--- src/rtl/hrbe_pkg.sv ---
`timescale 1ns / 1ps
// ----------------------------------------------------------------------------
// hrbe_pkg
// Shared types, constants and the hex digit decode for the hex record
// byte extractor.
// ----------------------------------------------------------------------------
package hrbe_pkg;

    // Default width of the running byte index
    localparam int INDEX_BITS_DEFAULT = 20;

    // Fixed field widths
    localparam int CH_W    = 8;
    localparam int BYTE_W  = 8;
    localparam int BIDX_W  = 20;
    localparam int ADDR_W  = 16;
    localparam int CCNT_W  = 6;
    localparam int ADIG_W  = 3;

    // Characters
    localparam logic [CH_W-1:0] CH_COLON = 8'h3A;
    localparam logic [CH_W-1:0] CH_ZERO  = 8'h30;
    localparam logic [CH_W-1:0] CH_ONE   = 8'h31;
    localparam logic [CH_W-1:0] CH_NINE  = 8'h39;
    localparam logic [CH_W-1:0] CH_UP_A  = 8'h41;
    localparam logic [CH_W-1:0] CH_UP_F  = 8'h46;
    localparam logic [CH_W-1:0] CH_LO_A  = 8'h61;
    localparam logic [CH_W-1:0] CH_LO_F  = 8'h66;

    // Offsets from ASCII code to digit value
    localparam logic [CH_W-1:0] OFS_UPPER = 8'd55;
    localparam logic [CH_W-1:0] OFS_LOWER = 8'd87;
    localparam logic [CH_W-1:0] OFS_DIGIT = 8'd48;

    // Record layout: body digits occupy character counts 7 through 38
    localparam logic [CCNT_W-1:0] BODY_FIRST   = 6'd7;
    localparam logic [CCNT_W-1:0] BODY_LAST    = 6'd38;
    localparam logic [CCNT_W-1:0] CCNT_AFTER_ADDR = 6'd4;
    localparam logic [ADIG_W-1:0] ADDR_DIGITS  = 3'd4;

    // One result item
    typedef struct packed {
        logic [BYTE_W-1:0] data_byte;
        logic [BIDX_W-1:0] byte_index;
        logic [ADDR_W-1:0] load_address;
    } t_result;

    // Result of one character, parser to output buffer
    typedef struct packed {
        logic    valid;
        t_result result;
    } t_emit;

    // ASCII hex digit to value; anything else decodes as zero
    function automatic logic [3:0] hex_value(input logic [CH_W-1:0] c);
        logic [CH_W-1:0] v;
        v = '0;
        if (c >= CH_UP_A && c <= CH_UP_F) begin
            v = c - OFS_UPPER;
        end else if (c >= CH_LO_A && c <= CH_LO_F) begin
            v = c - OFS_LOWER;
        end else if (c >= CH_ZERO && c <= CH_NINE) begin
            v = c - OFS_DIGIT;
        end
        return v[3:0];
    endfunction

endpackage

--- src/rtl/hrbe_parser.sv ---
`timescale 1ns / 1ps
// ----------------------------------------------------------------------------
// hrbe_parser
// Eight-state record parser. Takes one character per accepted transfer,
// updates its state at that edge and shows the byte it completes, if any,
// in the same cycle.
// ----------------------------------------------------------------------------
module hrbe_parser #(
    parameter int INDEX_BITS = hrbe_pkg::INDEX_BITS_DEFAULT
) (
    input  logic                       i_clk,
    input  logic                       i_rst_n,
    input  logic                       i_accept,
    input  logic [hrbe_pkg::CH_W-1:0]  i_ch,
    output hrbe_pkg::t_emit            o_emit
);

    typedef enum logic [2:0] {
        ST_WAIT  = 3'd0,
        ST_CNT1  = 3'd1,
        ST_CNT2  = 3'd2,
        ST_ADDR  = 3'd3,
        ST_FIRST = 3'd4,
        ST_SKIP  = 3'd5,
        ST_BODY  = 3'd6,
        ST_CNT0  = 3'd7
    } t_parse_state;

    t_parse_state                      r_state,      n_state;
    logic [hrbe_pkg::CCNT_W-1:0]       r_char_cnt,   n_char_cnt;
    logic [hrbe_pkg::ADIG_W-1:0]       r_addr_cnt,   n_addr_cnt;
    logic [hrbe_pkg::ADDR_W-1:0]       r_start_addr, n_start_addr;
    logic                              r_addr_seen,  n_addr_seen;
    logic [INDEX_BITS-1:0]             r_next_idx,   n_next_idx;
    logic                              r_second,     n_second;
    logic [3:0]                        r_high_nib,   n_high_nib;

    logic [3:0]                        nib;
    logic [31:0]                       idx_ext;

    assign nib     = hrbe_pkg::hex_value(i_ch);
    assign idx_ext = 32'(r_next_idx);

    // Next state and byte completion for the current character
    always_comb begin
        logic [hrbe_pkg::CCNT_W-1:0] cnt_inc;
        logic [hrbe_pkg::ADIG_W-1:0] adig_inc;
        logic [hrbe_pkg::ADDR_W-1:0] addr_sh;

        cnt_inc  = r_char_cnt + 1'b1;
        adig_inc = r_addr_cnt + 1'b1;
        addr_sh  = {r_start_addr[hrbe_pkg::ADDR_W-5:0], nib};

        n_state      = r_state;
        n_char_cnt   = r_char_cnt;
        n_addr_cnt   = r_addr_cnt;
        n_start_addr = r_start_addr;
        n_addr_seen  = r_addr_seen;
        n_next_idx   = r_next_idx;
        n_second     = r_second;
        n_high_nib   = r_high_nib;

        o_emit.valid                = 1'b0;
        o_emit.result.data_byte     = {r_high_nib, nib};
        o_emit.result.byte_index    = idx_ext[hrbe_pkg::BIDX_W-1:0];
        o_emit.result.load_address  = r_start_addr;

        case (r_state)
            ST_WAIT, ST_SKIP: begin
                if (i_ch == hrbe_pkg::CH_COLON) begin
                    n_state = ST_CNT1;
                end
            end
            ST_CNT1: begin
                if (i_ch == hrbe_pkg::CH_ONE) begin
                    n_state = ST_CNT2;
                end else if (i_ch == hrbe_pkg::CH_ZERO) begin
                    n_state = ST_CNT0;
                end
            end
            ST_CNT2: begin
                if (i_ch == hrbe_pkg::CH_ZERO) begin
                    if (!r_addr_seen) begin
                        n_state      = ST_ADDR;
                        n_start_addr = '0;
                        n_addr_cnt   = '0;
                    end else begin
                        n_state    = ST_BODY;
                        n_char_cnt = '0;
                        n_second   = 1'b0;
                    end
                end
            end
            ST_ADDR: begin
                n_addr_cnt   = adig_inc;
                n_start_addr = addr_sh;
                if (adig_inc >= hrbe_pkg::ADDR_DIGITS) begin
                    n_char_cnt  = hrbe_pkg::CCNT_AFTER_ADDR;
                    n_second    = 1'b0;
                    n_addr_seen = 1'b1;
                    n_state     = ST_FIRST;
                    n_next_idx  = INDEX_BITS'(nib);
                end
            end
            ST_FIRST, ST_BODY: begin
                n_char_cnt = cnt_inc;
                if (cnt_inc >= hrbe_pkg::BODY_FIRST) begin
                    n_high_nib = nib;
                    if (!r_second) begin
                        n_second = 1'b1;
                    end else begin
                        // second digit completes a byte
                        n_second     = 1'b0;
                        o_emit.valid = 1'b1;
                        n_next_idx   = r_next_idx + 1'b1;
                    end
                end
                if (cnt_inc >= hrbe_pkg::BODY_LAST) begin
                    n_state = ST_SKIP;
                end
                // a colon restarts the record, after counting as a digit
                if (i_ch == hrbe_pkg::CH_COLON) begin
                    n_state = ST_CNT1;
                end
            end
            ST_CNT0: begin
                if (i_ch == hrbe_pkg::CH_ONE) begin
                    n_state    = ST_BODY;
                    n_char_cnt = '0;
                    n_second   = 1'b0;
                end else begin
                    n_state = ST_WAIT;
                end
            end
            default: begin
                n_state = ST_WAIT;
            end
        endcase

        if (!i_accept) begin
            o_emit.valid = 1'b0;
        end
    end

    // Parser state, updated on each accepted character
    always_ff @(posedge i_clk) begin
        if (!i_rst_n) begin
            r_state      <= ST_WAIT;
            r_char_cnt   <= '0;
            r_addr_cnt   <= '0;
            r_start_addr <= '0;
            r_addr_seen  <= 1'b0;
            r_next_idx   <= '0;
            r_second     <= 1'b0;
            r_high_nib   <= '0;
        end else if (i_accept) begin
            r_state      <= n_state;
            r_char_cnt   <= n_char_cnt;
            r_addr_cnt   <= n_addr_cnt;
            r_start_addr <= n_start_addr;
            r_addr_seen  <= n_addr_seen;
            r_next_idx   <= n_next_idx;
            r_second     <= n_second;
            r_high_nib   <= n_high_nib;
        end
    end

endmodule

--- src/rtl/hex_record_byte_extractor.sv ---
`timescale 1ns / 1ps
// ----------------------------------------------------------------------------
// hex_record_byte_extractor
// Parses a simplified hex record text one character at a time and emits
// each data byte with its running index and the captured load address.
//
//   channel | dir | handshake          | payload
//   --------+-----+--------------------+-------------------------------------
//   char    | in  | i_valid / o_stall  | i_ch
//   byte    | out | o_valid / i_stall  | o_data_byte, o_byte_index,
//           |     |                    | o_load_address
//
// One character per cycle while o_stall is low; a completed byte enters the
// result register, or the skid entry while the output is stalled. The parser
// state updates on each accepted character. A result register plus one skid
// entry decouple the two sides: o_stall rises only when both hold a byte. Reset
// is synchronous, active low, and clears the parser and both valid flags.
// ----------------------------------------------------------------------------
module hex_record_byte_extractor #(
    parameter int INDEX_BITS = hrbe_pkg::INDEX_BITS_DEFAULT
) (
    input  logic                         i_clk,
    input  logic                         i_rst_n,
    input  logic                         i_valid,
    output logic                         o_stall,
    input  logic [hrbe_pkg::CH_W-1:0]    i_ch,
    output logic                         o_valid,
    input  logic                         i_stall,
    output logic [hrbe_pkg::BYTE_W-1:0]  o_data_byte,
    output logic [hrbe_pkg::BIDX_W-1:0]  o_byte_index,
    output logic [hrbe_pkg::ADDR_W-1:0]  o_load_address
);

    logic              in_xfer;
    hrbe_pkg::t_emit   emit;

    logic              r_out_valid,  n_out_valid;
    hrbe_pkg::t_result r_out,        n_out;
    logic              r_skid_valid, n_skid_valid;
    hrbe_pkg::t_result r_skid,       n_skid;

    assign o_stall = r_skid_valid;
    assign in_xfer = i_valid && !r_skid_valid;

    hrbe_parser #(
        .INDEX_BITS (INDEX_BITS)
    ) u_parser (
        .i_clk    (i_clk),
        .i_rst_n  (i_rst_n),
        .i_accept (in_xfer),
        .i_ch     (i_ch),
        .o_emit   (emit)
    );

    // Output register and skid entry
    always_comb begin
        n_out_valid  = r_out_valid;
        n_out        = r_out;
        n_skid_valid = r_skid_valid;
        n_skid       = r_skid;
        if (!r_out_valid || !i_stall) begin
            // output slot frees up at this edge
            if (r_skid_valid) begin
                n_out        = r_skid;
                n_out_valid  = 1'b1;
                n_skid_valid = 1'b0;
            end else begin
                n_out       = emit.result;
                n_out_valid = emit.valid;
            end
        end else if (emit.valid) begin
            n_skid       = emit.result;
            n_skid_valid = 1'b1;
        end
    end

    always_ff @(posedge i_clk) begin
        if (!i_rst_n) begin
            r_out_valid  <= 1'b0;
            r_skid_valid <= 1'b0;
        end else begin
            r_out_valid  <= n_out_valid;
            r_skid_valid <= n_skid_valid;
        end
        r_out  <= n_out;
        r_skid <= n_skid;
    end

    assign o_valid        = r_out_valid;
    assign o_data_byte    = r_out.data_byte;
    assign o_byte_index   = r_out.byte_index;
    assign o_load_address = r_out.load_address;

endmodule

--- config.mk ---
export PLATFORM = sky130hd
export DESIGN_NAME = hex_record_byte_extractor
export DESIGN_NICKNAME = d
export VERILOG_FILES = /design/src/rtl/hrbe_pkg.sv /design/src/rtl/hrbe_parser.sv /design/src/rtl/hex_record_byte_extractor.sv
export SDC_FILE = /design/constraint.sdc
export NUM_CORES = 1
export LEC_CHECK = 0
export BUFFER_PORTS_ARGS = -buffer_cell sky130_fd_sc_hd__buf_4
export CAP_MARGIN = 20
export CORE_MARGIN = 1.5
export CORE_UTILIZATION = 30
export DETAILED_ROUTE_END_ITERATION = 6
export SETUP_SLACK_MARGIN = 0.2
export SYNTH_ARGS = -nofsm -noshare
export SYNTH_HDL_FRONTEND = slang
export SYNTH_SLANG_ARGS = --single-unit
--- constraint.sdc ---
create_clock -name i_clk -period 5.23 [get_ports i_clk]
set_input_delay 0.2615 -clock i_clk [delete_from_list [all_inputs] [get_ports i_clk]]
set_output_delay 0.2615 -clock i_clk [all_outputs]
set_load 0.05 [all_outputs]
==> summary.txt, run 1 <==
POWER
------------------------------------------------------------------------------------
Comb pwr share                                                                  2.0%
Cell leakage power                                                        0.00267 uW
Switching power of the nets                                                   491 uW
Share of power burned in the clock network                                     49.5%
Fraction of power spent switching nets                                         19.9%
Flop pwr share                                                                 48.5%
Internal power contribution                                                  1970 uW
Pwr/cell area                                                            335 nW/um^2
Worst VDD drop                                                              0.203 mV

SETUP PATH
------------------------------------------------------------------------------------
Critical setup path kind                                                register to register
Startpoint Class                                                            register
Arrival time at the worst endpoint                                           3.81 ns
CP Max Fanout                                                                     34
Required time of the critical path                                           5.31 ns
Capturing element type of the critical path                                 register
FF-to-FF setup slack                                                         1.50 ns

FINISH
------------------------------------------------------------------------------------
Antenna diodes                                                                     0
Leading cell types in the layout, fill and taps excluded                sky130_fd_sc_hd__edfxtp_1 (88), sky130_fd_sc_hd__buf_4 (60), sky130_fd_sc_hd__dfxtp_1 (55)
Fraction of final layout cells sized beyond drive strength 1                   24.1%
Leading cell type in the layout, fill and taps excluded                 sky130_fd_sc_hd__edfxtp_1
Layout overhead on the synthesized area                                        21.7%
Count of nets after finishing                                                    589

LOGIC SYNTHESIS
------------------------------------------------------------------------------------
Sequential area share after synthesis                                          62.3%
Post-synthesis adder-cell area fraction                                        1.86%
Largest cells by area after synthesis                                   sky130_fd_sc_hd__edfxtp_1 (44%), sky130_fd_sc_hd__dfxtp_1 (19%), sky130_fd_sc_hd__mux2_2 (7.5%), sky130_fd_sc_hd__a21oi_1 (4.1%), sky130_fd_sc_hd__nand2_1 (3.1%)
#FFs+latches synth                                                               144
Simple-Gate Fraction of Synth Area                                             12.8%
Parity-gate share of the synthesized area counting xor and xnor cells         0.579%
Mux share of post-synthesis cell area                                          8.28%
Average instance area after synthesis                                     11.8 sq um
Unique cell type count in the Yosys netlist                                       53
Total number of yosys warnings                                                     0
Number of flops mapped to enable cells by yosys                                   88
Area share of the largest cell type after synthesis                            43.7%
Compound-gate portion of the synthesized area                                  11.2%
Synth Cell Area                                                           6050 sq um
Post-Synthesis Net Count                                                         534
Predominant post-synthesis flop cell                                    sky130_fd_sc_hd__edfxtp_1
Main combinational cell family by area after synthesis                  simple AND/OR/NAND/NOR gates
Syn Inst Count                                                                   513
Yosys top cell by area                                                  sky130_fd_sc_hd__edfxtp_1
Proportion of synthesized flip-flops having asynchronous set or reset             0%

GLOBAL ROUTE
------------------------------------------------------------------------------------
Via count of the first global-routing pass                                      4003
Aggregate global-route resource usage                                          11.7%
Wire length of the first global-routing pass                            19900 microns
Total overflow reported by the global router                                       0
Initial antenna violation count                                                    0
Largest net degree at the start of global routing                                 52

CLOCK NETWORK
------------------------------------------------------------------------------------
Register clock-pin slew on the reported worst setup and hold paths           0.06 ns
Clock tree from TritonCTS                                                       done
Post-CTS setup buffers                                                             0
Clock latency reported for the late side of the worst-skew pair              0.41 ns
CTS sink cnt                                                                     144
Resize count post-CTS                                                              0
Clock Root Buffer                                                       sky130_fd_sc_hd__clkbuf_16
Num CTS Buffers                                                                   17
Maximum buffer depth of the clock tree                                             2
H-tree level count                                                                 4
Number of buffers added to fix hold violations after cts                           0

STA
------------------------------------------------------------------------------------
Normalized max-slew margin                                                     30.0%
Highest clock rate                                                           268 MHz
Final Hold Viols                                                                   0
Worst-case hold slack                                                       0.226 ns
Unrepaired setup endpoints after global routing                                   no
Total of endpoints with negative setup slack in the final report                   0
Setup Total Neg Slack                                                           0 ns
Max Slew Vio Count                                                                 0
Time the final worst path needs with I/O delays and setup                    3.73 ns
Setup slack of the critical path after layout                                1.50 ns
Setup Skew                                                                 0.0132 ns
Transition at the pin with the smallest max-transition slack                 1.05 ns
Final cycle utilization of the critical path                                   71.3%

DETAILED ROUTING
------------------------------------------------------------------------------------
ANT nets after route                                                               0
DRC violation total after the first TritonRoute iteration                        253
Total Wirelength                                                        12000 microns
DRC errors left                                                                    0
Detail-routed net length per standard cell                              14.2 microns
Via count                                                                       4131
Vias/cell                                                                       4.88
Total iterations of the first detailed-routing run                                 4

FLOORPLANNING
------------------------------------------------------------------------------------
Area of the core                                                         19600 sq um
Site Rows                                                                         51
Starting density of the core                                                   30.9%
Number of primary I/O pins                                                        58
Die Outline Area                                                         21000 sq um
Die height                                                               145 microns
Die width                                                                145 microns

PLACED DESIGN
------------------------------------------------------------------------------------
Number of buffers inserted by port buffering                                      57
Final RePlAce weighted congestion                                              0.794
Post-placement setup slack                                                   1.52 ns
Half-perimeter wire length after detailed placement                     7860 microns

RUN STATUS
------------------------------------------------------------------------------------
Run status                                                              finished, final reports clean

JOB
------------------------------------------------------------------------------------
Max-cap violations                                                                 0

WORST HOLD PATH
------------------------------------------------------------------------------------
Worst hold-check path type                                              input pin to register

-- sequential cells by signal, indices dropped and copies added, names as in the netlist --
signal and flops:
r_skid 44, o_byte_index 20, u_parser.r_next_idx 20, o_load_address 16, u_parser.r_start_addr 16, o_data_byte 8, u_parser.r_char_cnt 6, u_parser.r_high_nib 4
u_parser.r_addr_cnt 3, u_parser.r_state 3, o_stall 1, o_valid 1, u_parser.r_addr_seen 1, u_parser.r_second 1
-- path summary, 6_finish.rpt --
| kind | cells past startpoint | startpoint | end |
|---|---|---|---|
| max reg2reg | 6 | u_parser.r_state[0] | r_skid[12] |
| min reg2reg | 0 | u_parser.r_start_addr[15] | r_skid[15] |
| max | 6 | u_parser.r_state[0] | r_skid[12] |
| min | 3 | i_rst_n | u_parser.r_addr_cnt[2] |
-- layer usage --
layer / vias up / global-route usage, % / share of wire (%)
li1: 2014 / - / -
met1: 1984 / 15.4 / 48
met2: 117 / 17.7 / 46
met3: 16 / 3.30 / 5.0
met4: 0 / 5.46 / 1.7
met5: - / 0 / 0
-- synthesized netlist by cell type, drive strengths merged (2+ instances only) --
library cell / count
a32o: 3
nor2b: 3
nand4: 4
xor2: 3
ha: 9
and3: 2
nand2: 51
a211oi: 4
o31ai: 5
and2: 3
dfxtp: 56
a2111o: 2
o21ai: 28
or4: 4
inv: 17
nor3: 4
nand3: 32
o211ai: 5
or3: 18
buf: 4
nor3b: 3
mux2: 40
edfxtp: 88
clkbuf: 22
a21oi: 50
mux2i: 5
nor2: 24
nor4: 3
-- worst max-delay path: stages (launching register included) --
cell,delay [ns]
sky130_fd_sc_hd__dfxtp_1,0.66
sky130_fd_sc_hd__nor2b_1,0.80
sky130_fd_sc_hd__nand2_1,0.22
sky130_fd_sc_hd__nor2_1,0.54
sky130_fd_sc_hd__nand2_1,0.19
sky130_fd_sc_hd__nor2_4,0.55
sky130_fd_sc_hd__buf_4,0.42
-- metrics by stage --
| step | instances | total power (uW) | utilization (%) | area (sq um) |
|---|---|---|---|---|
| 2_1_floorplan | 513 | 1250 | - | 6050 |
| 3_3_place_gp | 812 | 1270 | 34.3 | 6720 |
| 3_5_place_dp | 812 | 1270 | 34.3 | 6720 |
| 4_1_cts | 844 | 2490 | 37.4 | 7320 |
| 5_1_grt | 846 | 2540 | 37.5 | 7360 |
| 6_report | 846 | 2470 | 37.5 | 7360 |
-- logic make-up (layout without fill, tap and decap cells) --
logic type	after synthesis	count (layout)
DFF	144	144
adders and majority gates	9	9
and+or+nand+nor	157	157
buffers and inverters	43	111
muxes	45	45
AOI/OAI and AO/OA	111	111
xor gates and xnor gates	4	4
-- cell type report --
class                      instances  area [sq um]
fill                            1892         12200
sequential                       144          3760
multi-input combinational        326          2110
timing repair buffer              62           482
inverter                          17          63.8
tap                              265           332
clock inverter                    12           160
clock buffer                      20           447
-- power groups by stage --
| stage | Combinational [uW] | Sequential, uW | Clock, uW |
|---|---|---|---|
| final | 48.7 | 1200 | 1220 |
| after global routing | 53.1 | 1200 | 1290 |
| after CTS | 47.6 | 1200 | 1250 |
| after detailed placement | 47.4 | 1220 | 0 |
| after global placement | 45.5 | 1220 | 0 |
| after floorplan | 27.4 | 1220 | 0 |
Note: power is estimated with default switching activity, not from simulation.
==> run 2, diff against run 1 <==
--- a/config.mk
+++ b/config.mk
@@ -5,6 +5,7 @@
 export SDC_FILE = /design/constraint.sdc
 export NUM_CORES = 1
 export LEC_CHECK = 0
+export ABC_AREA = 1
 export BUFFER_PORTS_ARGS = -buffer_cell sky130_fd_sc_hd__buf_4
 export CAP_MARGIN = 20
 export CORE_MARGIN = 1.5
==> constraint.sdc (replaced) <==
create_clock -name i_clk -period 3.04 [get_ports i_clk]
set_input_delay 0.152 -clock i_clk [delete_from_list [all_inputs] [get_ports i_clk]]
set_output_delay 0.152 -clock i_clk [all_outputs]
set_load 0.05 [all_outputs]
==> run 2 against run 1 <==
Core utilization shrank 0.44 points. Clock skew shrank 0.0071 ns. Cell area grew 5.7%. Synthesized cell count grew 43%. Non-clock buffer count grew 4. Largest cell class unchanged. Routed wire length grew 18%. Count of clock-buffer cells in the layout shrank 2. Register-to-register slack lost 0.81 ns. Clock power grew 85%. Area after synthesis grew 5.9%. Via count grew 19%.
==> summary.txt, run 2 <==
RUN STATUS
------------------------------------------------------------------------------------
Run status                                                              finished, final reports clean

CLOCK NETWORK
------------------------------------------------------------------------------------
CTS sink cnt                                                                     144   unchanged
Num CTS Buffers                                                                   17   unchanged
Clock tree from TritonCTS                                                       done
Clock Root Buffer                                                       sky130_fd_sc_hd__clkbuf_16
Clock latency reported for the late side of the worst-skew pair              0.42 ns   about the same
Maximum buffer depth of the clock tree                                             2   unchanged
H-tree level count                                                                 4   unchanged
Post-CTS setup buffers                                                             0   unchanged
Register clock-pin slew on the reported worst setup and hold paths           0.06 ns   about the same

PLACED DESIGN
------------------------------------------------------------------------------------
Half-perimeter wire length after detailed placement                     9620 microns   +22%
Final RePlAce weighted congestion                                              0.869   +9.5%
Standard cell area after detailed placement                               7120 sq um   +5.9%
Number of buffers inserted by port buffering                                      57   unchanged

FINISH
------------------------------------------------------------------------------------
Leading cell type in the layout, fill and taps excluded                 sky130_fd_sc_hd__nand2_1
Antenna diodes                                                                     0   unchanged
Largest register by flop count                                                r_skid
Count of nets after finishing                                                    815   +38%
Max reg flops                                                                     44   unchanged
Leading cell types in the layout, fill and taps excluded                sky130_fd_sc_hd__nand2_1 (265), sky130_fd_sc_hd__edfxtp_1 (88), sky130_fd_sc_hd__nor2_1 (75)
Layout overhead on the synthesized area                                        21.5%
Fraction of final layout cells sized beyond drive strength 1                   13.6%   -10 points
Final cell area excluding filler cells                                    7780 sq um   +5.7%

FLOORPLANNING
------------------------------------------------------------------------------------
Die height                                                               149 microns   +2.8%
Die width                                                                149 microns   +2.8%
Site Rows                                                                         53   +3.9%
Area of the core                                                         21000 sq um   +7.0%
Die Outline Area                                                         22200 sq um   +5.8%
Starting density of the core                                                   30.6%   -0.31 points
Number of primary I/O pins                                                        58   unchanged

GLOBAL ROUTE
------------------------------------------------------------------------------------
Met2 Resource Use GR                                                           21.5%   +3.8 points
Largest net degree at the start of global routing                                 56   +7.7%
Total overflow reported by the global router                                       0   unchanged
Initial antenna violation count                                                    0   unchanged
Met1 usage in global routing                                                   16.6%   +1.2 points
GR met3 Demand/Resource                                                        3.58%   +0.28 points
Most used routing layer                                                         met2
Wire length of the first global-routing pass                            23000 microns   +15%
Aggregate global-route resource usage                                          13.3%   +1.6 points
Via count of the first global-routing pass                                      4652   +16%

POWER
------------------------------------------------------------------------------------
Comb pwr share                                                                  8.3%   +6.3 points
Flop pwr share                                                                 44.2%   -4.3 points
Worst VDD drop                                                              0.380 mV   +88%
Share of power burned in the clock network                                     47.5%   -2.0 points
Cell leakage power                                                        0.00310 uW   +16%
Pwr/cell area                                                            613 nW/um^2   +83%
Fraction of power spent switching nets                                         23.1%   +3.1 points
Internal power contribution                                                  3670 uW   +86%
Switching power of the nets                                                  1100 uW   +120%

DETAILED ROUTING
------------------------------------------------------------------------------------
Detail-routed net length per standard cell                              13.1 microns   -8.0%
DRC violation total after the first TritonRoute iteration                        397   +57%
ANT nets after route                                                               0   unchanged
DRC errors left                                                                    0   unchanged
Total iterations of the first detailed-routing run                                 4   unchanged
Vias/cell                                                                       4.53   -7.2%
Total Wirelength                                                        14100 microns   +18%
Via count                                                                       4902   +19%

SETUP PATH
------------------------------------------------------------------------------------
CP max stage cell                                                       sky130_fd_sc_hd__dfxtp_1
Slowest Stage Delay on Critical Path                                         0.43 ns   -0.37 ns
Capturing element type of the critical path                                 register
Required time of the critical path                                           3.12 ns   -2.19 ns
CP Max Fanout                                                                     27   -21%
Arrival time at the worst endpoint                                           2.43 ns   -1.38 ns
FF-to-FF setup slack                                                         0.69 ns   -0.81 ns
Startpoint Class                                                            register
Critical setup path kind                                                register to register
Series of cell instances along the critical path                        ha_1 > xor2_1 > nand2_1 > nand3_1 > nand4_1 > nor2_4 > buf_4

LOGIC SYNTHESIS
------------------------------------------------------------------------------------
Predominant post-synthesis flop cell                                    sky130_fd_sc_hd__edfxtp_1
Synth Cell Area                                                           6400 sq um   +5.9%
#FFs+latches synth                                                               144   unchanged
Syn Inst Count                                                                   735   +43%
Largest cells by area after synthesis                                   sky130_fd_sc_hd__edfxtp_1 (41%), sky130_fd_sc_hd__dfxtp_1 (18%), sky130_fd_sc_hd__nand2_1 (16%), sky130_fd_sc_hd__nor2_1 (4.5%), sky130_fd_sc_hd__a21oi_1 (3.8%)
Proportion of synthesized flip-flops having asynchronous set or reset             0%   unchanged
Unique cell type count in the Yosys netlist                                       30   -43%
Commonest cells in the netlist                                          sky130_fd_sc_hd__nand2_1 (266), sky130_fd_sc_hd__edfxtp_1 (88), sky130_fd_sc_hd__nor2_1 (76), sky130_fd_sc_hd__dfxtp_1 (56), sky130_fd_sc_hd__a21oi_1 (48)
Sequential area share after synthesis                                          58.8%   -3.5 points
Yosys top cell by area                                                  sky130_fd_sc_hd__edfxtp_1
Library cell with the highest instance count after synthesis            sky130_fd_sc_hd__nand2_1
Number of flops mapped to enable cells by yosys                                   88   unchanged
Total number of yosys warnings                                                     0   unchanged
Average instance area after synthesis                                     8.71 sq um   -26%
Area share of the largest cell type after synthesis                            41.3%   -2.4 points
Post-Synthesis Net Count                                                         756   +42%

STA
------------------------------------------------------------------------------------
Worst-case hold slack                                                      0.0738 ns   -0.153 ns
Unrepaired setup endpoints after global routing                                   no
Normalized max-slew margin                                                     62.8%   +33 points
Transition at the pin with the smallest max-transition slack                0.556 ns   -0.493 ns
Final cycle utilization of the critical path                                   77.3%   +6.0 points
Setup Skew                                                                0.00613 ns   -0.00710 ns
Highest clock rate                                                           426 MHz   +59%
Setup Total Neg Slack                                                           0 ns   unchanged
Final Hold Viols                                                                   0   unchanged
Max Slew Vio Count                                                                 0   unchanged
Total of endpoints with negative setup slack in the final report                   0   unchanged
Time the final worst path needs with I/O delays and setup                    2.35 ns   -1.38 ns

JOB
------------------------------------------------------------------------------------
Max-cap violations                                                                 0   unchanged

WORST HOLD PATH
------------------------------------------------------------------------------------
Worst hold-check path type                                              input pin to register

## run 2: metrics by stage
step                      instances  util [%]  worst slack, ns  total power, uW
after global routing           1082      37.1            0.465             4960
after CTS                      1082      37.1            0.709             4810
after detailed placement       1049      34.0            0.732             2540
final                          1082      37.1            0.691             4760
after floorplan                 735         -            0.502             2440
after global placement         1049      34.0            0.832             2540
## run 2: per-layer routing
metal | routed length [microns] | up-vias
met5 | 0 | -
met4 | 350 | 0
met3 | 660 | 24
met2 | 6640 | 106
met1 | 6470 | 2226
li1 | - | 2546
## run 2: area by class of cell
class | instances | area [sq um]
fillers | 2148 | 13200
flip-flops and latches | 144 | 3760
multi-input cells | 514 | 2330
repair buffers | 66 | 498
clock buffers | 18 | 439
well taps | 275 | 344
clock inverters | 14 | 211
inverters | 51 | 191
## run 2: cell families (layout without fill, tap and decap cells)
family | Yosys count | count (layout) | synth area share [%]
AO/OA/AOI/OAI | 82 | 82 | 6.61
XOR/XNOR | 12 | 12 | 1.64
adder cells (fa/ha/maj) | 9 | 9 | 1.76
buffers and inverters | 77 | 149 | 5.02
flip-flops | 144 | 144 | 58.8
AND/OR/NAND/NOR | 411 | 411 | 26.2
## run 2: worst paths after layout
kind / startpoint / endpoint / cells after the start
min reg2reg: u_parser.r_start_addr[13] / r_skid[13] / 0
max reg2reg: u_parser.r_char_cnt[1] / r_skid[6] / 7
max: u_parser.r_char_cnt[1] / r_skid[6] / 7
min: i_rst_n / u_parser.r_state[0] / 3
## run 2: repair_timing
item                                    4_1_cts  5_1_grt
gates resized for setup                       0        0
endpoints found under the setup margin        0        0
hold endpoints to repair                      1        0
hold buffers                                  1        0
## run 2: critical path, delay by kind of cell (launching register included)
kind	cells	cell delay [ns]
DFF	1	0.43
xor gates and xnor gates	1	0.23
adders and majority gates	1	0.25
and+or+nand+nor	4	0.71
buffers and inverters	1	0.38
## run 2: power groups by stage
stage	registers [uW]	logic, uW	clock network, uW
after floorplan	2140	301	0
after detailed placement	2140	396	0
final	2100	398	2260
after global placement	2140	396	0
after CTS	2100	400	2310
after global routing	2110	453	2400
